**config.mk**
```make
export PLATFORM = sky130hd
export DESIGN_NAME = tile_param_stream_classifier_flat
export DESIGN_NICKNAME = d
export VERILOG_FILES = /design/src/sv/tpsc_pkg.sv /design/src/sv/tpsc_in_if.sv /design/src/sv/tpsc_out_if.sv /design/src/sv/tpsc_step.sv /design/src/sv/tile_param_stream_classifier.sv /design/src/flat_wrapper.sv
export SDC_FILE = /design/constraint.sdc
export NUM_CORES = 1
export LEC_CHECK = 0
export BUFFER_PORTS_ARGS = -buffer_cell sky130_fd_sc_hd__buf_4
export CAP_MARGIN = 10
export CORE_MARGIN = 3
export CORE_UTILIZATION = 55
export CTS_BUF_LIST = sky130_fd_sc_hd__clkbuf_2
export CTS_CLUSTER_SIZE = 40
export DETAILED_ROUTE_END_ITERATION = 10
export GPL_TIMING_DRIVEN = 0
export HOLD_SLACK_MARGIN = 0.08
export PLACE_DENSITY = 0.79
export SLEW_MARGIN = 20
export SYNTH_ARGS = -nofsm -noshare
export SYNTH_HDL_FRONTEND = slang
export SYNTH_SLANG_ARGS = --single-unit
```
**constraint.sdc**
```tcl
create_clock -name clk -period 3.31 [get_ports clk]
set_clock_uncertainty 0.2 [all_clocks]
set_input_delay 0.4965 -clock clk [delete_from_list [all_inputs] [get_ports clk]]
set_output_delay 0.4965 -clock clk [all_outputs]
set_load 0.01 [all_outputs]
```
**src/sv/tpsc_pkg.sv**
```systemverilog
// Package for the tile parameter stream classifier.
// Holds the word types, state record, code constants and the lookup functions.
// No dependencies.
`timescale 1ns / 1ps
`default_nettype none

package tpsc_pkg;

  localparam logic OP_CHUNK     = 1'b0;
  localparam logic OP_LIST_INIT = 1'b1;

  localparam logic [2:0] PK_END_LIST  = 3'd0;
  localparam logic [2:0] PK_TILE_CLIP = 3'd1;
  localparam logic [2:0] PK_LIST_SET  = 3'd2;
  localparam logic [2:0] PK_POLY      = 3'd3;
  localparam logic [2:0] PK_SPRITE    = 3'd4;
  localparam logic [2:0] PK_VERTEX    = 3'd5;

  localparam logic [2:0] LK_OPAQUE_MV = 3'd1;
  localparam logic [2:0] LK_TRANS_MV  = 3'd3;
  localparam logic [2:0] LK_LAST      = 3'd4;

  localparam logic [1:0] ERR_NONE     = 2'd0;
  localparam logic [1:0] ERR_LIST_SET = 2'd1;
  localparam logic [1:0] ERR_INVALID  = 2'd2;

  localparam logic [6:0] BYTES_NONE = 7'd0;
  localparam logic [6:0] BYTES_32   = 7'd32;
  localparam logic [6:0] BYTES_64   = 7'd64;

  localparam logic [4:0] VK_MODVOL    = 5'd17;
  localparam logic [4:0] VK_SPRITE_TX = 5'd16;
  localparam logic [4:0] VK_SPRITE    = 5'd15;

  typedef struct packed {
    logic       operation;
    logic [2:0] para_kind;
    logic [2:0] list_kind;
    logic [1:0] color_type;
    logic       textured;
    logic       offset_color;
    logic       two_volume;
    logic       uv_half;
  } chunk_t;

  typedef struct packed {
    logic       param_done;
    logic [6:0] param_bytes;
    logic [4:0] vertex_kind;
    logic       irq_valid;
    logic [2:0] irq_list;
    logic [1:0] error_code;
  } result_t;

  // Control-word fields kept from the first chunk of a 64-byte parameter.
  typedef struct packed {
    logic [2:0] para_kind;
    logic [2:0] list_kind;
    logic [1:0] color_type;
    logic       textured;
    logic       offset_color;
    logic       two_volume;
    logic       uv_half;
  } fields_t;

  typedef struct packed {
    logic       half_pending;
    fields_t    held;
    logic [2:0] list;
    logic [4:0] vertex_kind;
  } state_t;

  function automatic logic [4:0] vertex_class(input fields_t f);
    logic [4:0] vk;
    vk = 5'd0;
    if (f.list_kind == LK_OPAQUE_MV || f.list_kind == LK_TRANS_MV) begin
      vk = VK_MODVOL;
    end else if (f.para_kind == PK_SPRITE) begin
      vk = f.textured ? VK_SPRITE_TX : VK_SPRITE;
    end else if (f.two_volume && f.textured && f.color_type == 2'd0) begin
      vk = f.uv_half ? 5'd12 : 5'd11;
    end else if (f.two_volume && f.textured && f.color_type inside {2'd2, 2'd3}) begin
      vk = f.uv_half ? 5'd14 : 5'd13;
    end else if (f.two_volume && f.color_type == 2'd0) begin
      vk = 5'd9;
    end else if (f.two_volume && f.color_type inside {2'd2, 2'd3}) begin
      vk = 5'd10;
    end else if (f.textured) begin
      case (f.color_type)
        2'd0:    vk = f.uv_half ? 5'd4 : 5'd3;
        2'd1:    vk = f.uv_half ? 5'd6 : 5'd5;
        default: vk = f.uv_half ? 5'd8 : 5'd7;
      endcase
    end else begin
      case (f.color_type)
        2'd0:    vk = 5'd0;
        2'd1:    vk = 5'd1;
        default: vk = 5'd2;
      endcase
    end
    return vk;
  endfunction

  // Size of a parameter from its first chunk; the list type plays no part.
  function automatic logic [6:0] param_size(input fields_t f, input logic [4:0] vk);
    logic [6:0] size;
    logic       wide_poly;
    wide_poly = (f.color_type == 2'd2) && (f.two_volume || (f.textured && f.offset_color));
    case (f.para_kind)
      PK_END_LIST, PK_TILE_CLIP, PK_LIST_SET, PK_SPRITE: size = BYTES_32;
      PK_POLY:   size = wide_poly ? BYTES_64 : BYTES_32;
      PK_VERTEX: size = (vk inside {[5'd0:5'd4], [5'd7:5'd10]}) ? BYTES_32 : BYTES_64;
      default:   size = BYTES_NONE;
    endcase
    return size;
  endfunction

endpackage

`default_nettype wire

```
**src/sv/tpsc_in_if.sv**
```systemverilog
// Input channel of the classifier: valid/ready handshake with one chunk word.
// Depends on tpsc_pkg.
`timescale 1ns / 1ps
`default_nettype none

interface tpsc_in_if;
  import tpsc_pkg::*;
  logic   valid;
  logic   ready;
  chunk_t data;
  modport source (output valid, output data, input ready);
  modport sink (input valid, input data, output ready);
endinterface

`default_nettype wire

```
**src/sv/tpsc_out_if.sv**
```systemverilog
// Output channel of the classifier: valid/ready handshake with one result word.
// Depends on tpsc_pkg.
`timescale 1ns / 1ps
`default_nettype none

interface tpsc_out_if;
  import tpsc_pkg::*;
  logic    valid;
  logic    ready;
  result_t data;
  modport source (output valid, output data, input ready);
  modport sink (input valid, input data, output ready);
endinterface

`default_nettype wire

```
**src/sv/tpsc_step.sv**
```systemverilog
// Combinational step of the classifier: next parse state and result for one word.
// Depends on tpsc_pkg.
`timescale 1ns / 1ps
`default_nettype none

module tpsc_step (
  input  tpsc_pkg::chunk_t  chunk,
  input  tpsc_pkg::state_t  state,
  output tpsc_pkg::state_t  state_next,
  output tpsc_pkg::result_t res
);
  import tpsc_pkg::*;

  fields_t    in_f;
  fields_t    f;
  logic [6:0] size;
  logic       complete;

  assign in_f = '{para_kind: chunk.para_kind, list_kind: chunk.list_kind,
                  color_type: chunk.color_type, textured: chunk.textured,
                  offset_color: chunk.offset_color, two_volume: chunk.two_volume,
                  uv_half: chunk.uv_half};

  assign f    = state.half_pending ? state.held : in_f;
  assign size = state.half_pending ? BYTES_64 : param_size(in_f, state.vertex_kind);
  assign complete = (size != BYTES_NONE) && (state.half_pending || size != BYTES_64);

  always_comb begin
    state_next = state;
    res = '0;
    if (chunk.operation == OP_LIST_INIT) begin
      state_next = '0;
    end else begin
      if (state.half_pending) begin
        state_next.half_pending = 1'b0;
        state_next.held = '0;
      end else if (size == BYTES_64) begin
        state_next.half_pending = 1'b1;
        state_next.held = in_f;
      end
      if (size == BYTES_NONE) begin
        res.error_code = ERR_INVALID;
      end else if (complete) begin
        res.param_done = 1'b1;
        res.param_bytes = size;
        case (f.para_kind)
          PK_END_LIST: begin
            res.irq_valid = 1'b1;
            res.irq_list = state.list;
            state_next.list = '0;
            state_next.vertex_kind = '0;
          end
          PK_LIST_SET: begin
            res.error_code = ERR_LIST_SET;
          end
          PK_POLY, PK_SPRITE: begin
            if (f.list_kind > LK_LAST) begin
              res.error_code = ERR_INVALID;
            end else begin
              state_next.list = f.list_kind;
              state_next.vertex_kind = vertex_class(f);
            end
          end
          default: begin
          end
        endcase
      end
    end
    res.vertex_kind = state_next.vertex_kind;
  end

endmodule

`default_nettype wire

```
**src/sv/tile_param_stream_classifier.sv**
```systemverilog
// Top level of the tile parameter stream classifier.
// Depends on tpsc_pkg, tpsc_in_if, tpsc_out_if and tpsc_step.
//
// Usage: words enter on the chunk channel and one result word per input word
// leaves on the result channel, both with valid/ready handshakes. A chunk word
// is either a list init or the decoded control-word fields of one 32-byte
// chunk of the parameter stream; the result reports parameter completion and
// size, the current vertex type, an end-of-list interrupt and error codes.
// The result is registered: a word accepted at one edge has its result valid
// after that edge. Throughput is one word per cycle, set by the single result
// register that sits after the combinational decode and state update.
// When the receiver stalls, the result register holds its word and the chunk
// channel keeps accepting only while that register is empty or being drained
// in the same cycle. Synchronous reset clears the parse state (no half-received
// parameter, list and vertex type zero) and empties the result register.
`timescale 1ns / 1ps
`default_nettype none

module tile_param_stream_classifier (
  input wire logic  clk,
  input wire logic  rst,
  tpsc_in_if.sink   chunk,
  tpsc_out_if.source result
);
  import tpsc_pkg::*;

  state_t  state;
  state_t  state_next;
  result_t res;
  result_t res_reg;
  logic    res_valid;
  logic    accept;

  assign chunk.ready = !res_valid || result.ready;
  assign accept = chunk.valid && chunk.ready;

  tpsc_step u_step (
    .chunk      (chunk.data),
    .state      (state),
    .state_next (state_next),
    .res        (res)
  );

  always_ff @(posedge clk) begin
    if (rst) begin
      state <= '0;
      res_valid <= 1'b0;
    end else if (accept) begin
      state <= state_next;
      res_valid <= 1'b1;
    end else if (result.ready) begin
      res_valid <= 1'b0;
    end
  end

  always_ff @(posedge clk) begin
    if (accept) begin
      res_reg <= res;
    end
  end

  assign result.valid = res_valid;
  assign result.data  = res_reg;

endmodule

`default_nettype wire
```
**src/flat_wrapper.sv**
```systemverilog
// flat-port wrapper written by rule: the top's interface ports become plain ports
module tile_param_stream_classifier_flat import tpsc_pkg::*;
  (clk, rst, chunk_valid, chunk_data, chunk_ready, result_valid, result_data, result_ready);
  tpsc_in_if chunk_i ();
  tpsc_out_if result_i ();
  input wire logic clk;
  input wire logic rst;
  input wire logic [$bits(chunk_i.valid)-1:0] chunk_valid;
  input wire logic [$bits(chunk_i.data)-1:0] chunk_data;
  output wire logic [$bits(chunk_i.ready)-1:0] chunk_ready;
  output wire logic [$bits(result_i.valid)-1:0] result_valid;
  output wire logic [$bits(result_i.data)-1:0] result_data;
  input wire logic [$bits(result_i.ready)-1:0] result_ready;
  assign chunk_i.valid = chunk_valid;
  assign chunk_i.data = chunk_data;
  assign chunk_ready = chunk_i.ready;
  assign result_valid = result_i.valid;
  assign result_data = result_i.data;
  assign result_i.ready = result_ready;
  tile_param_stream_classifier u_core (.clk(clk), .rst(rst), .chunk(chunk_i), .result(result_i));
endmodule
```
==> results.cfg, run 1 <==
[drt]
wirelength_um = 5240
ant_nets = 0
wl_per_cell_um = 16.5
drt_first_pass_iters = 5
drc_errors = 0
drt_iter0_markers = 182
dr_total_vias = 1912
vias_per_cell = 6.01

[hold_path]
hold_path_startpoint = chunk_valid
min_to = u_core.result.valid$_SDFFE_PP0P_
holdPathStages = 3
hold_path_class = input pin to flip-flop

[setup_path]
critPathMaxStageDelay_ns = 0.48
rrSetupSlack_ns = 0.99
path_buf_inv = 1
cp-end-kind = flip-flop
path_class = flip-flop to flip-flop
crit_chain = buf_4 -> nand2_1 -> o32ai_1 -> o31ai_1 -> a221o_1 -> nand3_1 -> o22ai_1
crit_slowest_cell = dfxtp_1
rr_endpoint = u_core.result.data[7]$_DFFE_PP_
r2r_cells = 7
cp_top_family = compound AO/OA/AOI/OAI gates
r2r_start = u_core.state[20]$_SDFFE_PP0P_
path_max_fanout = 10
cp-start-kind = flip-flop
worstPathRequired_ns = 3.26
crit_arrival_ns = 2.28

[synth]
synth_mux_area_frac = 0.00926
yosys.cell_types.count = 67
synth_cells = 228
syn_area_mm2 = 0.00216
synth.most_common_cell = dfxtp_1
synth_compound_gate_area_share = 0.291
synthTopCellsByArea = dfxtp_1 19%, edfxtp_1 19%, a22o_1 4.1%, nor2_1 3.3%, a21oi_1 2.5%
synth_edf_count = 14
synth_top_area_cell = dfxtp_1
seq_area_frac_synth = 0.389
ys_ff_latch = 35
synth-adder-area-share = 0
async_flop_share = 0
ys.flop_type = dfxtp_1
synth_xor_area_frac = 0.00811
synthTopCellsByCount = 21 x dfxtp_1, 19 x nor2_1, 14 x edfxtp_1
synth_top_area_frac = 0.195
ys_warn_count = 0
synth.avg_cell_area_um2 = 9.48
synth_simple_gate_area_frac = 0.220
synth_top_family_by_area = compound AO/OA/AOI/OAI gates

[floorplan]
rows = 22
start_util = 0.581
core_area_mm2 = 0.00372
die_h_um = 68.7
die_w_um = 68.7
io_pins = 38
die_area_mm2 = 0.00472

[sta]
worst_slack_ns = 0.988
finalCriticalPeriod_ns = 2.32
slew_headroom = 0.610
tightest_slew_ns = 0.570
drv_slew = 0
report.final.setup_viol = 0
fin_crit_sh = 0.702
fin_setup_tns_ns = 0
fmax_mhz = 431
rsz0062_at_grt = no
hold_violations = 0

[clock_tree]
clk_path_buf_depth = 2
postCtsHoldBufs = 0
insertion_delay_ns = 0.39
post_cts.repair.setup_buffers = 0
cts_tree = built
cts_buffers = 5
cts.sinks = 35
clk_pin_slew_ns = 0.18
htree_levels = 2
ctsResizeCount = 0
root_buffer = clkbuf_2

[grt]
antenna_found_initial = 0
grt_max_degree = 24
grt_overflow = 0
grt_pass1_vias = 1730
grt_usage = 0.239
grt_pass1_wl_um = 8340

[finish]
num-nets-final = 286
antenna_cells = 0
area_growth_pct = 15.7
layout-drive-gt1-share = 0.259
n_fill_cell = 313

[outcome]
status = finished clean

[pwr]
vdd_ir_drop_max_v = 0.000180
power_leakage_nw = 1.02
powerDensity_mw_per_mm2 = 328

[placement]
pre_cts_slack_ns = 0.725
dp_hpwl_um = 3870
gp_congestion = 0.914
numPortBuffers = 30

[run]
drv_cap = 0
==> registers in the layout, summed over array words and instances, names as in the netlist <==
register and count:
u_core.state 20, u_core.result.data 14, u_core.result.valid 1
==> tightest hold or removal path, delay by kind of cell <==
kind,cells,cell delay [ns]
AO/OA/AOI/OAI,1,0.05
buffers and inverters,2,0.15
==> cell type report <==
type                       count  area, µm²  share of cell area
buffer                        17        146              0.0585
clock buffer                   6       30.0              0.0120
clock inverter                 2       8.76             0.00350
inverter                       8       30.0              0.0120
multi-input combinational    172       1160               0.464
sequential                    35        841               0.336
tap                           48       60.1              0.0240
timing repair buffer          30        225              0.0900
==> per-stage QoR <==
stage / hold slack [ns] / utilization / cell area (µm²) / instances / total power (W)
after floorplan: 0.224 / - / 2180 / 232 / 0.000573
after global placement: 0.239 / 0.662 / 2460 / 310 / 0.000630
after detailed placement: 0.242 / 0.662 / 2460 / 310 / 0.000632
after CTS: 0.131 / 0.673 / 2500 / 318 / 0.000819
after global routing: 0.140 / 0.673 / 2500 / 318 / 0.000851
final: 0.139 / 0.673 / 2500 / 318 / 0.000819
==> layout by cell type (no fill, tap or decap), drive strengths merged, types with 5 or more instances in the layout <==
cell type  instances
dfxtp             21
o21a               6
buf               41
nor2              19
a22o              11
nor3               8
edfxtp            14
a211oi             6
a21oi             12
a21o               7
inv                8
conb               5
o21ai             10
nand3b             6
nand2             11
nand2b             6
clkbuf            11
==> worst max path at each step <==
stage | start | endpoint | slack (ns) | cells after the start
after detailed placement | result_ready | u_core.state[3]$_SDFFE_PP0P_ | 0.73 | 7
after global placement | result_ready | u_core.state[3]$_SDFFE_PP0P_ | 0.76 | 7
after floorplan | result_ready | u_core.state[3]$_SDFFE_PP0P_ | 1.10 | 6
after global routing | u_core.state[2]$_SDFFE_PP0P_ | u_core.state[11]$_SDFFE_PP0P_ | 0.81 | 6
final | u_core.state[20]$_SDFFE_PP0P_ | u_core.result.data[7]$_DFFE_PP_ | 0.99 | 7
after CTS | u_core.state[2]$_SDFFE_PP0P_ | u_core.state[15]$_SDFFE_PP0P_ | 0.99 | 6
==> power breakdown <==
| part | internal, W | total (W) | switching [W] |
|---|---|---|---|
| registers | 0.000461 | 0.000466 | 0.00000475 |
| clock network | 0.0000519 | 0.000194 | 0.000142 |
| logic | 0.0000693 | 0.000159 | 0.0000899 |
==> kinds of logic (layout without fill, tap and decap cells) <==
logic type      Yosys count  after routing
compound gates           82             82
simple gates             81             81
flops                    35             35
buf+inv                  25             63
xor+xnor                  2              2
mux                       2              2
other cells               1              5
==> per-layer routing <==
layer	vias up	track usage	wire length, µm
met2	65	0.397	2550
met1	891	0.303	2310
li1	944	-	-
met4	0	0.0893	110
met5	-	0	0
met3	12	0.0519	274
No activity file was read; power rests on OpenSTA's default activity.
==> run 2: changes to the inputs <==
--- a/config.mk
+++ b/config.mk
@@ -5,6 +5,7 @@
 export SDC_FILE = /design/constraint.sdc
 export NUM_CORES = 1
 export LEC_CHECK = 0
+export ABC_AREA = 1
 export BUFFER_PORTS_ARGS = -buffer_cell sky130_fd_sc_hd__buf_4
 export CAP_MARGIN = 10
 export CORE_MARGIN = 3
==> constraint.sdc (replaced) <==
create_clock -name clk -period 2.4 [get_ports clk]
set_clock_uncertainty 0.2 [all_clocks]
set_input_delay 0.36 -clock clk [delete_from_list [all_inputs] [get_ports clk]]
set_output_delay 0.36 -clock clk [all_outputs]
set_load 0.01 [all_outputs]
==> run 2 against run 1 <==
  * Sequential power grew 40%
  * Count of clock-buffer cells in the layout did not move
  * Via count rose by 4.2%
  * Final cell count increased by 23%
  * Synthesized area down 3.9%
  * Critical endpoint is now u_core.state[5]$_SDFFE_PP0P_
  * Highest routed layer unchanged
  * Critical path depth grew 1
  * Utilization is 4.9 points higher
  * Clock power is 33% higher
==> results.cfg, run 2 <==
[synth]
async_flop_share = 0
synth-adder-area-share = 0.00482
seq_area_frac_synth = 0.405
synth_mux_area_frac = 0
synth.most_common_cell = nand2_1
synth_top_area_cell = dfxtp_1
synthTopCellsByArea = dfxtp_1 20%, edfxtp_1 20%, nand2_1 16%, a21oi_1 6.3%, nand3_1 6.0%
synth_cells = 293
synth_xor_area_frac = 0
synthTopCellsByCount = 91 x nand2_1, 33 x inv_1, 26 x a21oi_1
synth_top_area_frac = 0.202
synth_edf_count = 14
synth_compound_gate_area_share = 0.136
ys_ff_latch = 35
ys_warn_count = 0
synth.avg_cell_area_um2 = 7.09
synth_simple_gate_area_frac = 0.337
synth_top_family_by_area = simple AND/OR/NAND/NOR gates
ys.flop_type = dfxtp_1
syn_area_mm2 = 0.00208
yosys.cell_types.count = 34

[clock_tree]
root_buffer = clkbuf_2
htree_levels = 2
cts.sinks = 35
insertion_delay_ns = 0.39
clk_pin_slew_ns = 0.18
cts_tree = built
cts_buffers = 5
clk_path_buf_depth = 2

[sta]
report.final.setup_viol = 0
fmax_mhz = 446
drv_slew = 0
holdWs_ns = 0.170
hold_violations = 0
finalCriticalPeriod_ns = 2.24
fin_crit_sh = 0.933
rsz0062_at_grt = no

[floorplan]
io_pins = 38
core_area_mm2 = 0.00349
die_w_um = 67.5
rows = 21
die_area_mm2 = 0.00455
die_h_um = 67.5
start_util = 0.594

[finish]
largest_reg_flops = 20
antenna_cells = 0
regMostFlops = u_core.state
most-common-layout-cells = 91 x nand2_1, 35 x buf_4, 33 x inv_1
mostFrequentLayoutCell = nand2_1
layout-drive-gt1-share = 0.211
n_fill_cell = 307
multi_input_area_mm2 = 0.00101
num-nets-final = 362
area_growth_pct = 21.5
regArea_um2 = 841

[pwr]
intPower_w = 0.000818
powerDensity_mw_per_mm2 = 463
p_clk_frac = 0.220
p_total_w = 0.00117
vdd_ir_drop_max_v = 0.000293
switching_share = 0.300
p_seq_frac = 0.560
power_leakage_nw = 1.18
p_sw_w = 0.000351
combPwrFrac = 0.220

[drt]
drc_errors = 0
drt_first_pass_iters = 4
dr_total_vias = 1993
ant_nets = 0
drt_iter0_markers = 169
wirelength_um = 4660
vias_per_cell = 5.08
wl_per_cell_um = 11.9

[setup_path]
path_class = input pin to flip-flop
cp-start-kind = input pin
crit_arrival_ns = 2.34
path_max_fanout = 6
worstPathRequired_ns = 2.50
rrSetupSlack_ns = 0.26
cp-end-kind = flip-flop

[grt]
use_met2 = 0.378
grt_max_degree = 23
antenna_found_initial = 0
grt.busiest_layer = met2
grt_pass1_vias = 1812
grt_use_met3 = 0.0416
grt_pass1_wl_um = 7940
use_met1 = 0.301
grt_usage = 0.232
grt_overflow = 0

[placement]
gp_congestion = 0.872
dp_hpwl_um = 3440
numPortBuffers = 30

[hold_path]
hold_path_class = input pin to flip-flop

[run]
drv_cap = 0

[outcome]
status = finished clean
==> run 2: cell families after synthesis <==
group / count (synthesis)
compound gates: 48
fa+ha+maj: 1
simple gates: 157
buf+inv: 51
flops: 35
other cells: 1
==> run 2: path summary, 6_finish.rpt <==
check	cells after the start	from	to
worst min-delay path	2	rst	u_core.state[13]$_SDFFE_PP0P_
worst min register to register	2	u_core.state[15]$_SDFFE_PP0P_	u_core.state[15]$_SDFFE_PP0P_
worst max register to register	7	u_core.result.valid$_SDFFE_PP0P_	u_core.state[14]$_SDFFE_PP0P_
worst max-delay path	8	chunk_data[11]	u_core.state[5]$_SDFFE_PP0P_
==> run 2: power by group through the flow <==
stage	Sequential (W)	Clock [W]	Combinational, W
2_1_floorplan	0.000674	0	0.000150
3_3_place_gp	0.000667	0	0.000235
3_5_place_dp	0.000667	0	0.000240
4_1_cts	0.000654	0.000262	0.000254
5_1_grt	0.000657	0.000287	0.000286
6_report	0.000654	0.000258	0.000257
==> run 2: final cells by class <==
cell class,count,share of cell area
inverter,38,0.0570
multi-input combinational,211,0.401
buffer,13,0.0387
sequential,35,0.333
timing repair buffer,41,0.133
clock inverter,2,0.00297
clock buffer,6,0.0119
tap,46,0.0228
==> run 2: what timing repair did <==
item                                   in CTS  in global routing
buffers inserted                            0                  0
endpoints found under the hold margin      10                  1
setup endpoints to repair                  11                 10
resized for setup                           1                  1
hold buffers                               10                  1
==> run 2: per-layer routing <==
metal / routed length (µm) / vias to the layer above
met4: 74 / 0
met3: 243 / 8
met2: 2240 / 55
li1: - / 1047
met1: 2110 / 883
met5: 0 / -
==> run 2: metrics by stage <==
stage	cell area (µm²)	util	worst slack (ns)	instances	TNS [ns]
6_report	2520	0.722	0.160	392	0
5_1_grt	2520	0.722	0.00119	392	0
4_1_cts	2510	0.719	0.139	391	0
3_5_place_dp	2370	0.680	-0.233	373	-2.46
3_3_place_gp	2370	0.680	-0.197	373	-2.08
2_1_floorplan	2090	-	0.304	297	0
==> run 2: worst max-delay path, stage by stage <==
cell	delay, ns
dlygate4sd3_1	0.55
buf_4	0.17
maj3_1	0.39
nand4_1	0.22
nand2_1	0.19
nor3_1	0.22
nand3_1	0.10
a21oi_1	0.15
==> run 3: changes to the inputs <==
--- a/config.mk
+++ b/config.mk
@@ -9,13 +9,12 @@
 export BUFFER_PORTS_ARGS = -buffer_cell sky130_fd_sc_hd__buf_4
 export CAP_MARGIN = 10
 export CORE_MARGIN = 3
-export CORE_UTILIZATION = 55
+export CORE_UTILIZATION = 52
 export CTS_BUF_LIST = sky130_fd_sc_hd__clkbuf_2
 export CTS_CLUSTER_SIZE = 40
 export DETAILED_ROUTE_END_ITERATION = 10
-export GPL_TIMING_DRIVEN = 0
 export HOLD_SLACK_MARGIN = 0.08
-export PLACE_DENSITY = 0.79
+export PLACE_DENSITY = 0.78
 export SLEW_MARGIN = 20
 export SYNTH_ARGS = -nofsm -noshare
 export SYNTH_HDL_FRONTEND = slang
==> constraint.sdc (replaced) <==
create_clock -name clk -period 1.81 [get_ports clk]
set_clock_uncertainty 0.2 [all_clocks]
set_input_delay 0.2715 -clock clk [delete_from_list [all_inputs] [get_ports clk]]
set_output_delay 0.2715 -clock clk [all_outputs]
set_load 0.01 [all_outputs]
==> run 3 against run 2 <==
  * The flow now finishes with violations (negative setup slack)
  * Cell area up 25%
  * Setup slack worse by 0.46 ns
  * First-iteration DRC count rose to 2.6 times the previous value
  * Final cell count up 10%
  * Non-clock buffer count up 39
  * Register-to-register slack worse by 0.56 ns
  * Utilization up 12 points
  * Power up 51%
  * Via count up 30%
  * Critical endpoint is now u_core.state[7]$_SDFFE_PP0P_
  * Largest cell class unchanged
==> results.cfg, run 3 (synthesis gave the netlist of run 2 again) <==
[setup_path]
crit_chain = buf_12 -> o21ai_4 -> nor2_4 -> nand2_4 -> nand2_4 -> nand2_4 -> a21oi_4 -> nor3_4 -> nand4_1 -> a21oi_1
crit_arrival_ns = 2.27
cp-end-kind = flip-flop
cp-start-kind = flip-flop
path_class = flip-flop to flip-flop
crit_slowest_cell = dfxtp_4
critPathMaxStageDelay_ns = 0.42
crit_top_cell = nand2_4
worstPathRequired_ns = 1.97
path_max_fanout = 6

[finish]
layout-drive-gt1-share = 0.436
area_growth_pct = 52.3
n_fill_cell = 201
mostFrequentLayoutCell = buf_4
multi_input_area_mm2 = 0.00128
antenna_cells = 0
stdcell_area_mm2 = 0.00316
regArea_um2 = 847
regMostFlops = u_core.state
num-nets-final = 401
largest_reg_flops = 20
most-common-layout-cells = 76 x buf_4, 74 x nand2_1, 28 x inv_1

[drt]
wirelength_um = 7620
drc_errors = 0
vias_per_cell = 5.97
ant_nets = 0
wl_per_cell_um = 17.6
drt_first_pass_iters = 6
dr_total_vias = 2584
drt_iter0_markers = 447

[grt]
grt_overflow = 0
use_met2 = 0.413
grt_pass1_vias = 2067
use_met1 = 0.288
grt_usage = 0.234
grt_pass1_wl_um = 9110
antenna_found_initial = 0
grt.busiest_layer = met2
grt_use_met3 = 0.0478
grt_max_degree = 21

[floorplan]
die_w_um = 69.2
start_util = 0.555
die_area_mm2 = 0.00479
die_h_um = 69.2
core_area_mm2 = 0.00374
io_pins = 38
rows = 22

[placement]
numPortBuffers = 32
dp_hpwl_um = 3790
place_area_mm2 = 0.00262
gp_congestion = 0.887

[outcome]
status = finished, violations left
violations = negative setup slack

[sta]
hold_violations = 0
drv_slew = 0
report.final.setup_viol = 30
worst_slack_ns = -0.304
slew_headroom = 0.414
fin_setup_tns_ns = -3.64
finalCriticalPeriod_ns = 2.11
fin_crit_sh = 1.17
tightest_slew_ns = 0.876
rsz0062_at_grt = yes
fmax_mhz = 473

[pwr]
powerDensity_mw_per_mm2 = 559
vdd_ir_drop_max_v = 0.000400
power_leakage_nw = 1.43

[clock_tree]
clk_path_buf_depth = 2
insertion_delay_ns = 0.42
clk_pin_slew_ns = 0.18
htree_levels = 2
cts_buffers = 5
cts.sinks = 35
cts_tree = built
root_buffer = clkbuf_2

[run]
drv_cap = 0

[hold_path]
hold_path_class = input pin to flip-flop
run 3: layout make-up:
cell class	instances	area share
clock buffer	7	0.0111
clock inverter	1	0.00158
inverter	38	0.0483
multi-input combinational	211	0.406
sequential	35	0.268
tap	48	0.0190
timing repair buffer	93	0.246
run 3: timing repair:
action                                  in CTS  in global routing
gates cloned                                 1                  1
gates resized for setup                     29                 52
hold buffers                                12                  0
endpoints found under the setup margin      23                 33
buffers inserted                             3                  5
endpoints found under the hold margin       19                  0
pin swaps                                   12                 22
run 3: per-layer routing:
layer / vias to the layer above / wire [µm]
li1: 1116 / -
met1: 1183 / 2670
met2: 225 / 3710
met3: 60 / 777
met4: 0 / 464
met5: - / 0
run 3: worst paths after layout:
path         cells past startpoint                            end                          start  slack (ns)
max                             10   u_core.state[7]$_SDFFE_PP0P_  u_core.state[20]$_SDFFE_PP0P_       -0.30
max reg2reg                     10   u_core.state[7]$_SDFFE_PP0P_  u_core.state[20]$_SDFFE_PP0P_       -0.30
min reg2reg                      2  u_core.state[16]$_SDFFE_PP0P_  u_core.state[16]$_SDFFE_PP0P_        0.28
min                              5   u_core.state[5]$_SDFFE_PP0P_                  chunk_data[6]        0.08
run 3: worst max-delay path, delay by kind of cell, from the launching register on:
| family | cells | cell delay, ns |
|---|---|---|
| AND/OR/NAND/NOR | 6 | 0.79 |
| flip-flops | 1 | 0.42 |
| buffers and inverters | 1 | 0.14 |
| AO/OA/AOI/OAI | 3 | 0.51 |
run 3: power by group:
part | leakage [nW] | total (W) | switching (W) | internal (W)
logic | 1.09 | 0.000512 | 0.000296 | 0.000216
clock network | 0.0330 | 0.000390 | 0.000285 | 0.000105
registers | 0.314 | 0.000866 | 0.0000132 | 0.000853
run 3: stage by stage:
| stage | util | setup WS (ns) | power, W | cells | hold slack (ns) |
|---|---|---|---|---|---|
| floorplan | - | 0.00253 | 0.00109 | 297 | 0.232 |
| global placement | 0.700 | -0.156 | 0.00125 | 403 | 0.251 |
| detailed placement | 0.700 | -0.183 | 0.00126 | 403 | 0.254 |
| CTS | 0.774 | -0.0783 | 0.00166 | 427 | 0.0914 |
| global route | 0.845 | -0.399 | 0.00183 | 433 | 0.0813 |
| finish | 0.845 | -0.304 | 0.00177 | 433 | 0.0796 |
